[src/rtl/bclt_pkg.sv]
// shared constants and types for the button click / long-press led timer
package bclt_pkg;

   localparam int CFG_WIDTH           = 16;
   localparam int CLICK_WIDTH         = 16;
   localparam int DEFAULT_TIMER_WIDTH = 16;
   localparam int CSR_INDEX_WIDTH     = 2;

   localparam logic [CFG_WIDTH-1:0] DEBOUNCE_TICKS_RESET   = CFG_WIDTH'(50);
   localparam logic [CFG_WIDTH-1:0] LONG_PRESS_TICKS_RESET = CFG_WIDTH'(2000);
   localparam logic [CFG_WIDTH-1:0] OFF_TICKS_RESET        = CFG_WIDTH'(10000);

   localparam logic [CSR_INDEX_WIDTH-1:0] CSR_DEBOUNCE_TICKS   = CSR_INDEX_WIDTH'(0);
   localparam logic [CSR_INDEX_WIDTH-1:0] CSR_LONG_PRESS_TICKS = CSR_INDEX_WIDTH'(1);
   localparam logic [CSR_INDEX_WIDTH-1:0] CSR_OFF_TICKS        = CSR_INDEX_WIDTH'(2);

   typedef struct packed {
      logic [CFG_WIDTH-1:0] debounce_ticks;
      logic [CFG_WIDTH-1:0] long_press_ticks;
      logic [CFG_WIDTH-1:0] off_ticks;
   } cfg_type;

   typedef struct packed {
      logic                   led_on;
      logic                   click_seen;
      logic                   long_press_seen;
      logic [CLICK_WIDTH-1:0] click_total;
   } result_type;

endpackage

[src/rtl/bclt_engine.sv]
// button state registers and per-tick update logic
module bclt_engine
   import bclt_pkg::*;
#(
   parameter int TIMER_WIDTH = DEFAULT_TIMER_WIDTH
) (
   input  logic       clock,
   input  logic       reset,
   input  logic       step,
   input  logic       button_level,
   input  cfg_type    cfg,
   output result_type result
);

   localparam int CMP_WIDTH = (TIMER_WIDTH > CFG_WIDTH) ? TIMER_WIDTH : CFG_WIDTH;
   localparam logic [TIMER_WIDTH-1:0] CNT_MAX = {TIMER_WIDTH{1'b1}};

   logic                   last_raw_level_ff, last_raw_level_in;
   logic [TIMER_WIDTH-1:0] since_edge_count_ff, since_edge_count_in;
   logic                   press_active_ff, press_active_in;
   logic                   long_fired_ff, long_fired_in;
   logic [TIMER_WIDTH-1:0] press_elapsed_ff, press_elapsed_in;
   logic                   led_state_ff, led_state_in;
   logic                   off_timer_running_ff, off_timer_running_in;
   logic [TIMER_WIDTH-1:0] off_timer_count_ff, off_timer_count_in;
   logic [CLICK_WIDTH-1:0] click_counter_ff, click_counter_in;

   logic click;
   logic longp;
   logic new_press;

   always_comb begin
      last_raw_level_in    = button_level;
      since_edge_count_in  = since_edge_count_ff;
      press_active_in      = press_active_ff;
      long_fired_in        = long_fired_ff;
      press_elapsed_in     = press_elapsed_ff;
      led_state_in         = led_state_ff;
      off_timer_running_in = off_timer_running_ff;
      off_timer_count_in   = off_timer_count_ff;
      click_counter_in     = click_counter_ff;
      click                = 1'b0;
      longp                = 1'b0;
      new_press            = 1'b0;

      // one-shot off timer
      if (off_timer_running_ff) begin
         off_timer_count_in = (off_timer_count_ff == CNT_MAX) ? CNT_MAX
                              : off_timer_count_ff + TIMER_WIDTH'(1);
         if (CMP_WIDTH'(off_timer_count_in) >= CMP_WIDTH'(cfg.off_ticks)) begin
            led_state_in         = 1'b0;
            off_timer_running_in = 1'b0;
         end
      end

      // debounced edge
      if ((button_level != last_raw_level_ff) &&
          (CMP_WIDTH'(since_edge_count_ff) > CMP_WIDTH'(cfg.debounce_ticks))) begin
         since_edge_count_in = '0;
         if (!button_level) begin
            press_active_in  = 1'b1;
            long_fired_in    = 1'b0;
            press_elapsed_in = '0;
            new_press        = 1'b1;
         end else begin
            press_active_in = 1'b0;
            if (!long_fired_ff) begin
               click                = 1'b1;
               click_counter_in     = click_counter_ff + CLICK_WIDTH'(1);
               led_state_in         = 1'b1;
               off_timer_running_in = 1'b1;
               off_timer_count_in   = '0;
            end
         end
      end else begin
         since_edge_count_in = (since_edge_count_ff == CNT_MAX) ? CNT_MAX
                               : since_edge_count_ff + TIMER_WIDTH'(1);
      end

      // long press
      if (press_active_in && !new_press) begin
         press_elapsed_in = (press_elapsed_ff == CNT_MAX) ? CNT_MAX
                            : press_elapsed_ff + TIMER_WIDTH'(1);
      end
      if (press_active_in && !long_fired_in &&
          (CMP_WIDTH'(press_elapsed_in) >= CMP_WIDTH'(cfg.long_press_ticks))) begin
         led_state_in         = 1'b0;
         off_timer_running_in = 1'b0;
         long_fired_in        = 1'b1;
         longp                = 1'b1;
      end
   end

   assign result.led_on          = led_state_in;
   assign result.click_seen      = click;
   assign result.long_press_seen = longp;
   assign result.click_total     = click_counter_in;

   always_ff @(posedge clock) begin
      if (reset) begin
         last_raw_level_ff    <= 1'b1;
         since_edge_count_ff  <= '0;
         press_active_ff      <= 1'b0;
         long_fired_ff        <= 1'b0;
         press_elapsed_ff     <= '0;
         led_state_ff         <= 1'b0;
         off_timer_running_ff <= 1'b0;
         off_timer_count_ff   <= '0;
         click_counter_ff     <= '0;
      end else if (step) begin
         last_raw_level_ff    <= last_raw_level_in;
         since_edge_count_ff  <= since_edge_count_in;
         press_active_ff      <= press_active_in;
         long_fired_ff        <= long_fired_in;
         press_elapsed_ff     <= press_elapsed_in;
         led_state_ff         <= led_state_in;
         off_timer_running_ff <= off_timer_running_in;
         off_timer_count_ff   <= off_timer_count_in;
         click_counter_ff     <= click_counter_in;
      end
   end

endmodule

[src/rtl/button_click_longpress_led_timer.sv]
// top level: debounced click / long-press detector with led auto-off timer
//
//   channel  direction  handshake           payload
//   req      in         req_valid/req_ready button_level
//   rsp      out        rsp_valid/rsp_ready led_on, click_seen, long_press_seen, click_total
//   csr      in         csr_write           csr_index, csr_data
//
// state and result register update on the accepting edge
// the result register frees when taken, so a new transaction enters the same cycle
// req_ready drops only while a result is held and rsp_ready is low
// synchronous reset restores the register defaults and the released-button state
module button_click_longpress_led_timer
   import bclt_pkg::*;
#(
   parameter int TIMER_WIDTH = DEFAULT_TIMER_WIDTH
) (
   input  logic                       clock,
   input  logic                       reset,
   input  logic                       req_valid,
   output logic                       req_ready,
   input  logic                       req_button_level,
   output logic                       rsp_valid,
   input  logic                       rsp_ready,
   output logic                       rsp_led_on,
   output logic                       rsp_click_seen,
   output logic                       rsp_long_press_seen,
   output logic [CLICK_WIDTH-1:0]     rsp_click_total,
   input  logic                       csr_write,
   input  logic [CSR_INDEX_WIDTH-1:0] csr_index,
   input  logic [CFG_WIDTH-1:0]       csr_data
);

   cfg_type    cfg_ff;
   result_type result;
   result_type result_ff;
   logic       rsp_valid_ff, rsp_valid_in;
   logic       req_accept;

   assign req_ready    = !rsp_valid_ff || rsp_ready;
   assign req_accept   = req_valid && req_ready;
   assign rsp_valid_in = req_accept || (rsp_valid_ff && !rsp_ready);

   always_ff @(posedge clock) begin
      if (reset) begin
         cfg_ff.debounce_ticks   <= DEBOUNCE_TICKS_RESET;
         cfg_ff.long_press_ticks <= LONG_PRESS_TICKS_RESET;
         cfg_ff.off_ticks        <= OFF_TICKS_RESET;
      end else if (csr_write) begin
         if (csr_index == CSR_DEBOUNCE_TICKS) begin
            cfg_ff.debounce_ticks <= csr_data;
         end
         if (csr_index == CSR_LONG_PRESS_TICKS) begin
            cfg_ff.long_press_ticks <= csr_data;
         end
         if (csr_index == CSR_OFF_TICKS) begin
            cfg_ff.off_ticks <= csr_data;
         end
      end
   end

   bclt_engine #(
      .TIMER_WIDTH(TIMER_WIDTH)
   ) u_engine (
      .clock       (clock),
      .reset       (reset),
      .step        (req_accept),
      .button_level(req_button_level),
      .cfg         (cfg_ff),
      .result      (result)
   );

   always_ff @(posedge clock) begin
      if (reset) begin
         rsp_valid_ff <= 1'b0;
      end else begin
         rsp_valid_ff <= rsp_valid_in;
      end
   end

   always_ff @(posedge clock) begin
      if (req_accept) begin
         result_ff <= result;
      end
   end

   assign rsp_valid           = rsp_valid_ff;
   assign rsp_led_on          = result_ff.led_on;
   assign rsp_click_seen      = result_ff.click_seen;
   assign rsp_long_press_seen = result_ff.long_press_seen;
   assign rsp_click_total     = result_ff.click_total;

endmodule
[config.mk]
export PLATFORM = sky130hd
export DESIGN_NAME = button_click_longpress_led_timer
export DESIGN_NICKNAME = d
export VERILOG_FILES = /design/src/rtl/bclt_pkg.sv /design/src/rtl/bclt_engine.sv /design/src/rtl/button_click_longpress_led_timer.sv
export SDC_FILE = /design/constraint.sdc
export NUM_CORES = 1
export LEC_CHECK = 0
export ABC_AREA = 1
export BUFFER_PORTS_ARGS = -buffer_cell sky130_fd_sc_hd__buf_4
export CAP_MARGIN = 20
export CORE_ASPECT_RATIO = 0.7
export CORE_MARGIN = 8
export CORE_UTILIZATION = 52
export CTS_BUF_LIST = sky130_fd_sc_hd__clkbuf_8
export DETAILED_ROUTE_END_ITERATION = 12
export GPL_ROUTABILITY_DRIVEN = 1
export PLACE_DENSITY_LB_ADDON = 0.25
export SYNTH_ARGS = -nofsm -noshare
export SYNTH_HDL_FRONTEND = slang
export SYNTH_SLANG_ARGS = --single-unit
[constraint.sdc]
create_clock -name clock -period 3.86 [get_ports clock]
set_input_delay 0.579 -clock clock [delete_from_list [all_inputs] [get_ports clock]]
set_output_delay 0.579 -clock clock [all_outputs]
set_load 0.01 [all_outputs]
# == Word-level counts from Yosys, hierarchy flattened ==
# Cells that the tools add are included.
# word_totals
reg_bits,137
elab_cells,81
# op_classes
add_sub_neg,4
magnitude_cmp,3
eq_ne,6
n_mux,34
n_reduce_logical,17
# op_table
operator,count
2-to-1 mux 16 bit,14
adder 16 x 1 -> 16 bit (second input constant),4
equality test 16 bit (second input constant),3
>= comparator 16 bit,2
2-to-1 mux 1 bit,20
> comparator 16 bit,1
AND reduction 2 bit,4
logical AND 1 bit,6
zero test 1 bit,4
equality test 2 x 1 -> 1 bit (second input constant),1
equality test 2 bit (second input constant),1
zero test 2 bit,1
logical OR 1 bit,2
inequality test 1 bit,1

# == Logic depth before layout (Yosys ltp) ==
# Gate-level depths: netlist of run 1.
# depth
depth_word,9
ltp_mapped,26
depth_no_buf,25

# == By module ==
# Synthesis of run 1 repeated with hierarchy kept, for this count alone.
# hier_totals
hier_cells,1350
hier_area_um2,8973.6
# modules_own_cells
module,n_inst,cells_each,area_per_inst_um2,seq_area_each_um2
bclt_engine,1,1039,6367.4,1381.3
button_click_longpress_led_timer,1,311,2606.2,1551.5

# == Worst setup path before layout of run 1 ==
# OpenSTA, ideal clock, no wires.
# synth_timing
path_kind,reg-to-reg
from,register u_engine.since_edge_count_ff[11]
to,"register result_ff (netlist bit rsp_led_on), data pin"
arrival_ps,2625
slack_ps,984
stages_incl_launch_ff,23
path_buffers,1
path_cell_list,dfxtp_1 > ha_1 > nand2_1 > nor2_1 > nand2_1 > nor2_2 > a21oi_2 > nand2_4 > nand2_2 > buf_4 > nand2_1 > nand3_1 > inv_1 > ha_1 > nand2_1 > o21ai_0 > nand2_1 > o211ai_1 > nand2_1 > nand3_1 > nand2_1 > nand2_1 > inv_1
# synth_lines
element,line,rtl
start: declaration,bclt_engine.sv:19,"logic [TIMER_WIDTH-1:0] since_edge_count_ff, since_edge_count_in;"
start signal: assignment,bclt_engine.sv:112,since_edge_count_ff <= since_edge_count_in;
end signal: assignment,button_click_longpress_led_timer.sv:82,result_ff <= result;
end: declaration,button_click_longpress_led_timer.sv:35,result_type result_ff;

==> flow_summary.yaml, run 1 <==
sta:
  tns_ns: 0
  slew_headroom: 0.474
  finClkSkew_ns: 0.0149
  rsz0062_at_grt: "no"
  hold_viol: 0
  max_freq_mhz: 289
  fin_crit_sh: 0.896
  setup_viol: 0
  min_period_ns: 3.46
  slew_violations: 0
  tightestPinTransition_ns: 0.787
clock_tree:
  root_buffer: "clkbuf_8"
  clk_latency_ns: 0.47
  clk_pin_slew_ns: 0.08
  ctsHoldBuffers: 0
  cts_tree: "built"
  cts.sinks: 137
  cts-resized-gates: 0
  cts_setup_buffers: 0
  cts-buffers-inserted: 17
  htreeDepth: 4
  clk_path_buf_depth: 2
yosys:
  async_flop_share: 0
  synth-main-ff-cell: "dfxtp_1"
  postSynthAreaPerCell_sq_um: 6.81
  ys_ff_latch: 137
  synth_area_leaders: "dfxtp_1, nand2_1, ha_1, inv_1, a21oi_1"
  yosys.area.top_type_share: 0.275
  synth_area_sq_mm: 0.00858
  yosys_warnings: 0
  syn_inst: 1260
  synth_nets: 1336
  synth.distinct_cells: 45
  yosysTopAreaCell: "dfxtp_1"
  yosysSeqAreaShare: 0.342
  synth_edf_count: 19
critical_path:
  cp_cell_sequence: "ha_1 -> nand2_1 -> nor2_1 -> nand2_1 -> inv_1 -> nand2_1 -> nand4_2 -> nand2_4 -> nand2_2 -> inv_2 -> nand2_1 -> nand3_1 -> inv_1 -> ha_1 -> nand4_1 -> nor2_1 -> nand3_1 -> nand3_1 -> nand2_1 -> nand2_1 -> inv_1"
  r2r_slack_ns: 0.40
  crit_path_end_kind: "flop"
  cp_max_fo: 16
  cpPeakStageDelay_ns: 0.48
  cp.required_ns: 4.09
  path_class: "reg2reg"
  reg2reg_depth: 21
  r2r_end: "rsp_led_on$_DFFE_PP_"
  crit_slowest_cell: "dfxtp_1"
  cpMostUsedCell: "nand2_1"
  critPathLaunchType: "flop"
  critPathArrivalTime_ns: 3.69
  rr_startpoint: "u_engine.since_edge_count_ff[11]$_SDFFE_PP0P_"
drt:
  wl_microns: 22100
  post-route-drc-count: 0
  dr.pass1.iters: 5
  wl_per_cell_microns: 14.5
  ant_nets: 0
  vias: 8134
  drt_iter0_drc: 868
  drt-vias-per-instance: 5.35
power:
  power_leakage_nw: 4.44
  power_density_mw_per_mm2: 354
  report.power.total_mw: 3.36
  vdd_drop_max_mv: 0.203
run:
  max-cap-violations: 0
finish:
  multi_input_area_sq_mm: 0.00475
  fill_cells: 1540
  layout_common_cells: "nand2_1, inv_1, a21oi_1"
  diodes: 0
  seqCellArea_sq_mm: 0.00293
  layout.nets: 1358
  area.growth.synth_to_final_pct: 10.6
  layout_commonest_cell: "nand2_1"
  drive_above_1_share: 0.0942
placement:
  hpwl_microns: 15500
  portBuffers: 44
  gp_congestion: 0.933
worst_hold_path:
  min_to: "cfg_ff[33]$_SDFFE_PP1P_"
  hp-start: "csr_data[1]"
  hp-class: "in2reg"
  whs_path_depth: 3
global_routing:
  grt_pass1_wl_microns: 36400
  grt_max_degree: 73
  grt_pass1_vias: 7111
  overflow: 0
  grtUsageTotal: 0.216
  antenna_found_initial: 0
run_status:
  outcome: "finished, final reports clean"
floorplan:
  ios: 45
  die_h_microns: 123
  die_area_sq_mm: 0.0209
  start_util: 0.528
  rows: 39
  coreArea_sq_mm: 0.0162
  die_w_microns: 170
power breakdown:
group	internal, mW	switching, mW	leakage (nW)
combinational	0.149	0.274	3.06
sequential	1.52	0.0476	1.16
clock	0.779	0.590	0.228
total	2.45	0.911	4.44
Yosys cell counts, types with 2 or more instances:
master and count:
buf_4 4, nor2_1 69, buf_6 2, nor3_2 4
nor4_4 2, nand4_2 2, nor3_1 17, nor2_4 2
nand2_1 330, ha_1 52, nand4_1 21, nand3_1 80
o211ai_1 18, xor2_1 25, inv_1 171, or2_1 2
dfxtp_1 118, o21ai_1 4, clkinv_1 2, nand3_2 8
clkbuf_1 39, xnor2_1 5, buf_2 3, nor2_2 2
o21ai_0 108, nand2_2 4, nor3_4 2, a21oi_1 124
edfxtp_1 19, inv_2 6
worst max path at each step:
stage | from | endpoint | slack (ns) | depth (start not counted)
floorplan | u_engine.since_edge_count_ff[11]$_SDFFE_PP0P_ | rsp_led_on$_DFFE_PP_ | 0.98 | 22
global placement | u_engine.since_edge_count_ff[15]$_SDFFE_PP0P_ | rsp_led_on$_DFFE_PP_ | 0.55 | 23
detailed placement | u_engine.since_edge_count_ff[11]$_SDFFE_PP0P_ | rsp_led_on$_DFFE_PP_ | 0.49 | 21
CTS | u_engine.since_edge_count_ff[11]$_SDFFE_PP0P_ | rsp_led_on$_DFFE_PP_ | 0.44 | 21
global route | u_engine.since_edge_count_ff[11]$_SDFFE_PP0P_ | rsp_led_on$_DFFE_PP_ | 0.04 | 23
finish | u_engine.since_edge_count_ff[11]$_SDFFE_PP0P_ | rsp_led_on$_DFFE_PP_ | 0.40 | 21
kinds of logic after synthesis:
family                     Yosys count  share of synthesized area
and+or+nand+nor                    551                      0.287
AOI/OAI and AO/OA                  261                      0.160
buffers and inverters              229                      0.104
DFF                                137                      0.342
adders and majority gates           52                     0.0759
xor gates and xnor gates            30                     0.0306
layer usage:
layer  global-route usage  part of all wire  vias to the layer above  routed length (microns)
met5                    0                 0                        -                        0
met4               0.0590             0.012                        0                      263
met3               0.0431             0.060                       25                     1330
met2                0.317              0.41                      246                     9120
met1                0.316              0.51                     3702                    11300
li1                     -                 -                     4161                        -
cell type report:
| type | count | area share |
|---|---|---|
| Multi-Input combinational cell | 894 | 0.501 |
| Sequential cell | 137 | 0.309 |
| Inverter | 180 | 0.0715 |
| Timing Repair Buffer | 52 | 0.0412 |
| Tap cell | 225 | 0.0297 |
| Clock buffer | 18 | 0.0261 |
| Clock inverter | 14 | 0.0216 |
worst max-delay path, delay by kind of cell (launching register included):
| kind | cells | cell delay [ns] |
|---|---|---|
| and+or+nand+nor | 15 | 1.73 |
| DFF | 1 | 0.48 |
| buffers and inverters | 4 | 0.37 |
| adders and majority gates | 2 | 0.62 |
metrics by stage:
| step | hold slack (ns) | utilization | area (sq um) | instances | setup slack, ns |
|---|---|---|---|---|---|
| finish | 0.348 | 0.584 | 9490 | 1520 | 0.402 |
| global route | 0.329 | 0.584 | 9490 | 1520 | 0.0411 |
| CTS | 0.332 | 0.584 | 9490 | 1520 | 0.441 |
| detailed placement | 0.456 | 0.556 | 9030 | 1488 | 0.493 |
| global placement | 0.453 | 0.556 | 9030 | 1488 | 0.554 |
| floorplan | 0.435 | - | 8580 | 1260 | 0.984 |
state kept, by name, summed over array words and instances, names as in the netlist, 16 cells and up:
register / count
u_engine.since_edge_count_ff: 16
u_engine.click_counter_ff: 16
rsp_click_total: 16
u_engine.off_timer_count_ff: 16
cfg_ff: 48
u_engine.press_elapsed_ff: 16
No activity file was read; power rests on OpenSTA's default activity.
==> inputs of run 2 (changes only) <==
Settings changed: CTS_BUF_LIST sky130_fd_sc_hd__clkbuf_8 to not set, SYNTH_HIERARCHICAL set to 1.
==> run 2 against run 1 <==
  * Clock power increased by 18%
  * Hold slack improved by 0.038 ns
  * Non-clock buffer count decreased by 1
  * Synthesized cell count increased by 7.1%
  * Flip-flop and latch count unchanged
==> flow_summary.yaml, run 2 <==
run_status:
  outcome: "finished, final reports clean"
sta:
  postLayoutSetupSlackWorst_ns: 0.469
  min_period_ns: 3.39
  max_freq_mhz: 295
  fin_crit_sh: 0.878
  tns_ns: 0
  hold_ws_ns: 0.387
  tightestPinTransition_ns: 0.961
  rsz0062_at_grt: "no"
  hold_viol: 0
  setup_viol: 0
  slew_headroom: 0.358
  slew_violations: 0
  finClkSkew_ns: 0.00769
finish:
  drive_above_1_share: 0.0960
  largest_register_ffs: 48
  layout.nets: 1438
  fill_cells: 1669
  final_area_sq_mm: 0.00993
  diodes: 0
  area.growth.synth_to_final_pct: 10.7
  layout_commonest_cell: "nand2_1"
  top_register: "cfg_ff"
  layout_common_cells: "nand2_1, inv_1, dfxtp_1"
yosys:
  async_flop_share: 0
  postSynthAreaPerCell_sq_um: 6.65
  synth-main-ff-cell: "dfxtp_1"
  synth.most_common_cell: "nand2_1"
  synth_area_sq_mm: 0.00897
  yosysSeqAreaShare: 0.327
  syn_inst: 1350
  yosys_warnings: 6
  synth.distinct_cells: 43
  synth_edf_count: 19
  yosysTopAreaCell: "dfxtp_1"
  ys_ff_latch: 137
  yosys-top-cells-count: "nand2_1, inv_1, dfxtp_1"
  yosys.area.top_type_share: 0.263
  synth_area_leaders: "dfxtp_1, nand2_1, inv_1, ha_1, edfxtp_1"
  synth_nets: 1426
floorplan:
  rows: 40
  coreArea_sq_mm: 0.0170
  start_util: 0.527
  die_w_microns: 173
  die_h_microns: 126
  die_area_sq_mm: 0.0218
  ios: 45
clock_tree:
  root_buffer: "clkbuf_16"
  clk_path_buf_depth: 2
  cts-resized-gates: 0
  clk_pin_slew_ns: 0.06
  cts_tree: "built"
  htreeDepth: 4
  cts_setup_buffers: 0
  ctsHoldBuffers: 0
  cts-buffers-inserted: 17
  cts.sinks: 137
  clk_latency_ns: 0.42
worst_hold_path:
  whs_path_depth: 3
  hp-class: "in2reg"
  min_to: "cfg_ff[4]$_SDFFE_PP1P_"
  hp-start: "csr_data[4]"
placement:
  gp_congestion: 0.931
  place_ws_ns: 0.522
  place_area_sq_mm: 0.00934
  portBuffers: 44
  hpwl_microns: 15800
drt:
  wl_microns: 22300
  drt_iter0_drc: 973
  vias: 8452
  dr.pass1.iters: 5
  ant_nets: 0
  wl_per_cell_microns: 13.9
  drt-vias-per-instance: 5.26
  post-route-drc-count: 0
power:
  cellInternalPower_mw: 2.72
  power_leakage_nw: 4.94
  combinationalPowerShare: 0.149
  pwr-share-seq: 0.423
  p_switching_mw: 1.06
  vdd_drop_max_mv: 0.255
  clock_power_share: 0.429
  power_density_mw_per_mm2: 380
  switching_share: 0.281
critical_path:
  cp.required_ns: 4.04
  cp_max_fo: 13
  critPathArrivalTime_ns: 3.57
  crit_path_end_kind: "flop"
  rr_startpoint: "u_engine/since_edge_count_ff[13]$_SDFFE_PP0P_"
  path_class: "reg2reg"
  r2r_slack_ns: 0.47
  reg2reg_depth: 21
  r2r_end: "rsp_led_on$_DFFE_PP_"
  critPathLaunchType: "flop"
global_routing:
  grt_pass1_vias: 7439
  antenna_found_initial: 0
  grtUsageTotal: 0.206
  grt_pass1_wl_microns: 37300
  grt_max_degree: 62
  overflow: 0
run:
  max-cap-violations: 0
## run 2: cell types whose count changed in the layout (fill, tap and decap cells not counted), moves of 12 or more
cell	change
nand2_1	+32
o21ai_0	-31
a21oi_1	-15
nor2_1	+44
inv_1	+25
clkbuf_8	-12
clkbuf_16	+17
## run 2: cell type report
cell class	count	area, sq um	share of cell area
well taps	231	289	0.0291
clock inverters	9	85.1	0.00857
flip-flops and latches	137	2930	0.295
clock buffers	23	508	0.0512
inverters	208	781	0.0786
repair buffers	51	383	0.0386
multi-input cells	947	4950	0.499
## run 2: power groups by stage
stage,sequential (mW),clock (mW),combinational (mW)
detailed placement,1.62,0,0.550
finish,1.60,1.62,0.561
global placement,1.62,0,0.543
floorplan,1.61,0,0.407
global route,1.60,1.71,0.642
CTS,1.59,1.66,0.556
## run 2: worst max path at each step
stage / start / cells after the start / slack, ns / end
final: u_engine/since_edge_count_ff[13]$_SDFFE_PP0P_ / 21 / 0.47 / rsp_led_on$_DFFE_PP_
after global routing: u_engine/since_edge_count_ff[2]$_SDFFE_PP0P_ / 25 / 0.06 / rsp_led_on$_DFFE_PP_
after floorplan: cfg_ff[39]$_SDFFE_PP0P_ / 25 / 0.83 / rsp_led_on$_DFFE_PP_
after detailed placement: u_engine/since_edge_count_ff[13]$_SDFFE_PP0P_ / 21 / 0.52 / rsp_led_on$_DFFE_PP_
after global placement: req_button_level / 19 / 0.58 / rsp_led_on$_DFFE_PP_
after CTS: u_engine/since_edge_count_ff[13]$_SDFFE_PP0P_ / 21 / 0.50 / rsp_led_on$_DFFE_PP_
## run 2: metrics by stage
stage	total power, mW	std cells	utilization
4_1_cts	3.80	1606	0.584
5_1_grt	3.96	1606	0.584
6_report	3.78	1606	0.584
3_3_place_gp	2.16	1574	0.549
3_5_place_dp	2.17	1574	0.549
2_1_floorplan	2.02	1350	-
## run 2: logic make-up (layout without fill, tap and decap cells)
| kind of cell | Yosys count | count (layout) | synth area share |
|---|---|---|---|
| simple gates | 647 | 647 | 0.319 |
| buf+inv | 266 | 291 | 0.123 |
| compound gates | 221 | 221 | 0.132 |
| flops | 137 | 137 | 0.327 |
| fa+ha+maj | 52 | 52 | 0.0725 |
| xor+xnor | 27 | 27 | 0.0264 |
## run 2: layer usage
metal / global-route usage / share of wire / vias up
met5: 0 / 0 / -
met4: 0.0536 / 0.0081 / 0
met3: 0.0549 / 0.086 / 17
met2: 0.283 / 0.39 / 268
met1: 0.307 / 0.51 / 3813
li1: - / - / 4354
## run 2: worst max-delay path, cell delays in order, from the launching register on
cell     delay (ns)
dfxtp_1        0.44
ha_1           0.30
a21oi_1        0.14
o21ai_0        0.10
a21oi_1        0.16
nand2_2        0.14
nand2_4        0.11
nand2_2        0.17
inv_2          0.23
nand2_1        0.08
nand3_1        0.10
inv_1          0.06
ha_1           0.28
nand2_1        0.05
inv_1          0.06
nand3_1        0.08
nor2_1         0.15
nand3_1        0.08
nand3_1        0.09
nand4_1        0.17
nand2_1        0.12
inv_1          0.04
==> inputs of run 3 (changes only) <==
Settings changed: RECOVER_POWER set to 50.
==> run 3 against run 2 <==
  * The flow now finishes with violations (capacitance limit, slew limit)
  * Largest cell class unchanged
  * Combinational power decreased by 3%
  * Core utilization decreased by 0.65 points
  * Wire length about the same
  * Non-clock buffer count unchanged
  * Cell count unchanged
  * Highest routed layer unchanged
==> flow_summary.yaml, run 3 (synthesis gave the netlist of run 2 again) <==
global_routing:
  grt_max_degree: 62
  overflow: 0
  grt_pass1_wl_microns: 37300
  grtUsageTotal: 0.206
  grt_pass1_vias: 7439
  antenna_found_initial: 0
critical_path:
  cpMostUsedCell: "nand3_1"
  critPathLaunchType: "flop"
  r2r_slack_ns: 0.47
  cp_cell_sequence: "ha_1 -> a21oi_1 -> o21ai_0 -> a21oi_1 -> nand2_2 -> nand2_4 -> nand2_2 -> inv_2 -> nand2_1 -> nand3_1 -> inv_1 -> ha_1 -> nand2_1 -> inv_1 -> nand3_1 -> nor2_1 -> nand3_1 -> nand3_1 -> nand4_1 -> nand2_1 -> inv_1"
  crit_buf_inv: 4
  cpPeakStageDelay_ns: 0.44
  r2r_end: "rsp_led_on$_DFFE_PP_"
  worst-path-stages: 21
  cp_max_fo: 13
  reg2reg_depth: 21
  path_class: "reg2reg"
  crit_slowest_cell: "dfxtp_1"
  crit_path_end_kind: "flop"
  critPathArrivalTime_ns: 3.58
  cp.required_ns: 4.04
  cp_top_family: "simple AND/OR/NAND/NOR gates"
  rr_startpoint: "u_engine/since_edge_count_ff[13]$_SDFFE_PP0P_"
sta:
  finClkSkew_ns: 0.00800
  slew_headroom: -0.166
  hold_viol: 0
  tns_ns: 0
  setup_viol: 0
  slew_violations: 91
  fin_crit_sh: 0.880
  rsz0062_at_grt: "no"
  tightestPinTransition_ns: 1.75
  min_period_ns: 3.39
  max_freq_mhz: 295
drt:
  vias: 8475
  dr.pass1.iters: 6
  ant_nets: 0
  wl_microns: 22300
  drt_iter0_drc: 935
  wl_per_cell_microns: 13.9
  post-route-drc-count: 0
  drt-vias-per-instance: 5.28
floorplan:
  rows: 40
  coreArea_sq_mm: 0.0170
  ios: 45
  start_util: 0.527
  die_h_microns: 126
  die_w_microns: 173
  die_area_sq_mm: 0.0218
power:
  vdd_drop_max_mv: 0.254
  report.power.total_mw: 3.76
  power_leakage_nw: 4.86
  power_density_mw_per_mm2: 383
clock_tree:
  htreeDepth: 4
  root_buffer: "clkbuf_16"
  cts-buffers-inserted: 17
  cts-resized-gates: 0
  clk_path_buf_depth: 2
  cts_setup_buffers: 0
  cts.sinks: 137
  clk_latency_ns: 0.42
  cts_tree: "built"
  ctsHoldBuffers: 0
  clk_pin_slew_ns: 0.06
finish:
  top_register: "cfg_ff"
  area.growth.synth_to_final_pct: 9.41
  largest_register_ffs: 48
  layout_common_cells: "nand2_1, inv_1, dfxtp_1"
  layout_commonest_cell: "nand2_1"
  drive_above_1_share: 0.0785
  diodes: 0
  layout.nets: 1438
worst_hold_path:
  hp-start: "csr_data[4]"
  hp-class: "in2reg"
  min_to: "cfg_ff[4]$_SDFFE_PP1P_"
  whs_path_depth: 3
run_status:
  outcome: "finished, violations left"
  violations: "capacitance limit, slew limit"
run:
  max-cap-violations: 2
placement:
  gp_congestion: 0.931
  hpwl_microns: 15800
  portBuffers: 44
[run 3: changes by cell type in the layout (fill, tap and decap cells not counted)]
cell and change:
inv_2 -1, a21oi_1 +1, buf_4 -20, nand3_4 -2, a21oi_4 -1, inv_1 +1
clkbuf_1 +20, nand3_1 +2
[run 3: power breakdown]
part / switching, mW / leakage, nW / total, mW / internal (mW)
clock: 0.631 / 0.296 / 1.62 / 0.991
sequential: 0.0655 / 1.16 / 1.59 / 1.53
combinational: 0.363 / 3.41 / 0.546 / 0.183
[run 3: final cells by class]
cell class	instances	area (sq um)
clock inverter	9	85.1
timing repair buffer	51	308
clock buffer	23	508
sequential	137	2930
fill	1684	7200
multi-input combinational	947	4910
tap	231	289
inverter	208	781
[run 3: worst max-delay path by stage]
stage / start / endpoint / slack, ns
finish: u_engine/since_edge_count_ff[13]$_SDFFE_PP0P_ / rsp_led_on$_DFFE_PP_ / 0.47
global route: u_engine/since_edge_count_ff[2]$_SDFFE_PP0P_ / rsp_led_on$_DFFE_PP_ / 0.06
CTS: u_engine/since_edge_count_ff[13]$_SDFFE_PP0P_ / rsp_led_on$_DFFE_PP_ / 0.50
detailed placement: u_engine/since_edge_count_ff[13]$_SDFFE_PP0P_ / rsp_led_on$_DFFE_PP_ / 0.52
global placement: req_button_level / rsp_led_on$_DFFE_PP_ / 0.58
floorplan: cfg_ff[39]$_SDFFE_PP0P_ / rsp_led_on$_DFFE_PP_ / 0.83
[run 3: worst min-delay path, stage by stage]
cell     delay [ns]
buf_4          0.09
nand2_1        0.05
nand3_1        0.05
[run 3: metal layers]
metal | up-vias | wire [microns] | part of all wire | track usage
li1 | 4353 | - | - | -
met4 | 0 | 203 | 0.0091 | 0.0536
met3 | 20 | 1960 | 0.088 | 0.0549
met1 | 3820 | 11400 | 0.51 | 0.307
met5 | - | 0 | 0 | 0
met2 | 282 | 8760 | 0.39 | 0.283
[run 3: per-stage QoR]
| step | util | setup slack [ns] | area [sq um] | instances | hold WS (ns) |
|---|---|---|---|---|---|
| finish | 0.577 | 0.465 | 9820 | 1606 | 0.384 |
| global route | 0.577 | 0.0587 | 9820 | 1606 | 0.382 |
| CTS | 0.584 | 0.499 | 9930 | 1606 | 0.371 |
| detailed placement | 0.549 | 0.522 | 9340 | 1574 | 0.452 |
| global placement | 0.549 | 0.577 | 9340 | 1574 | 0.447 |
| floorplan | - | 0.832 | 8970 | 1350 | 0.429 |
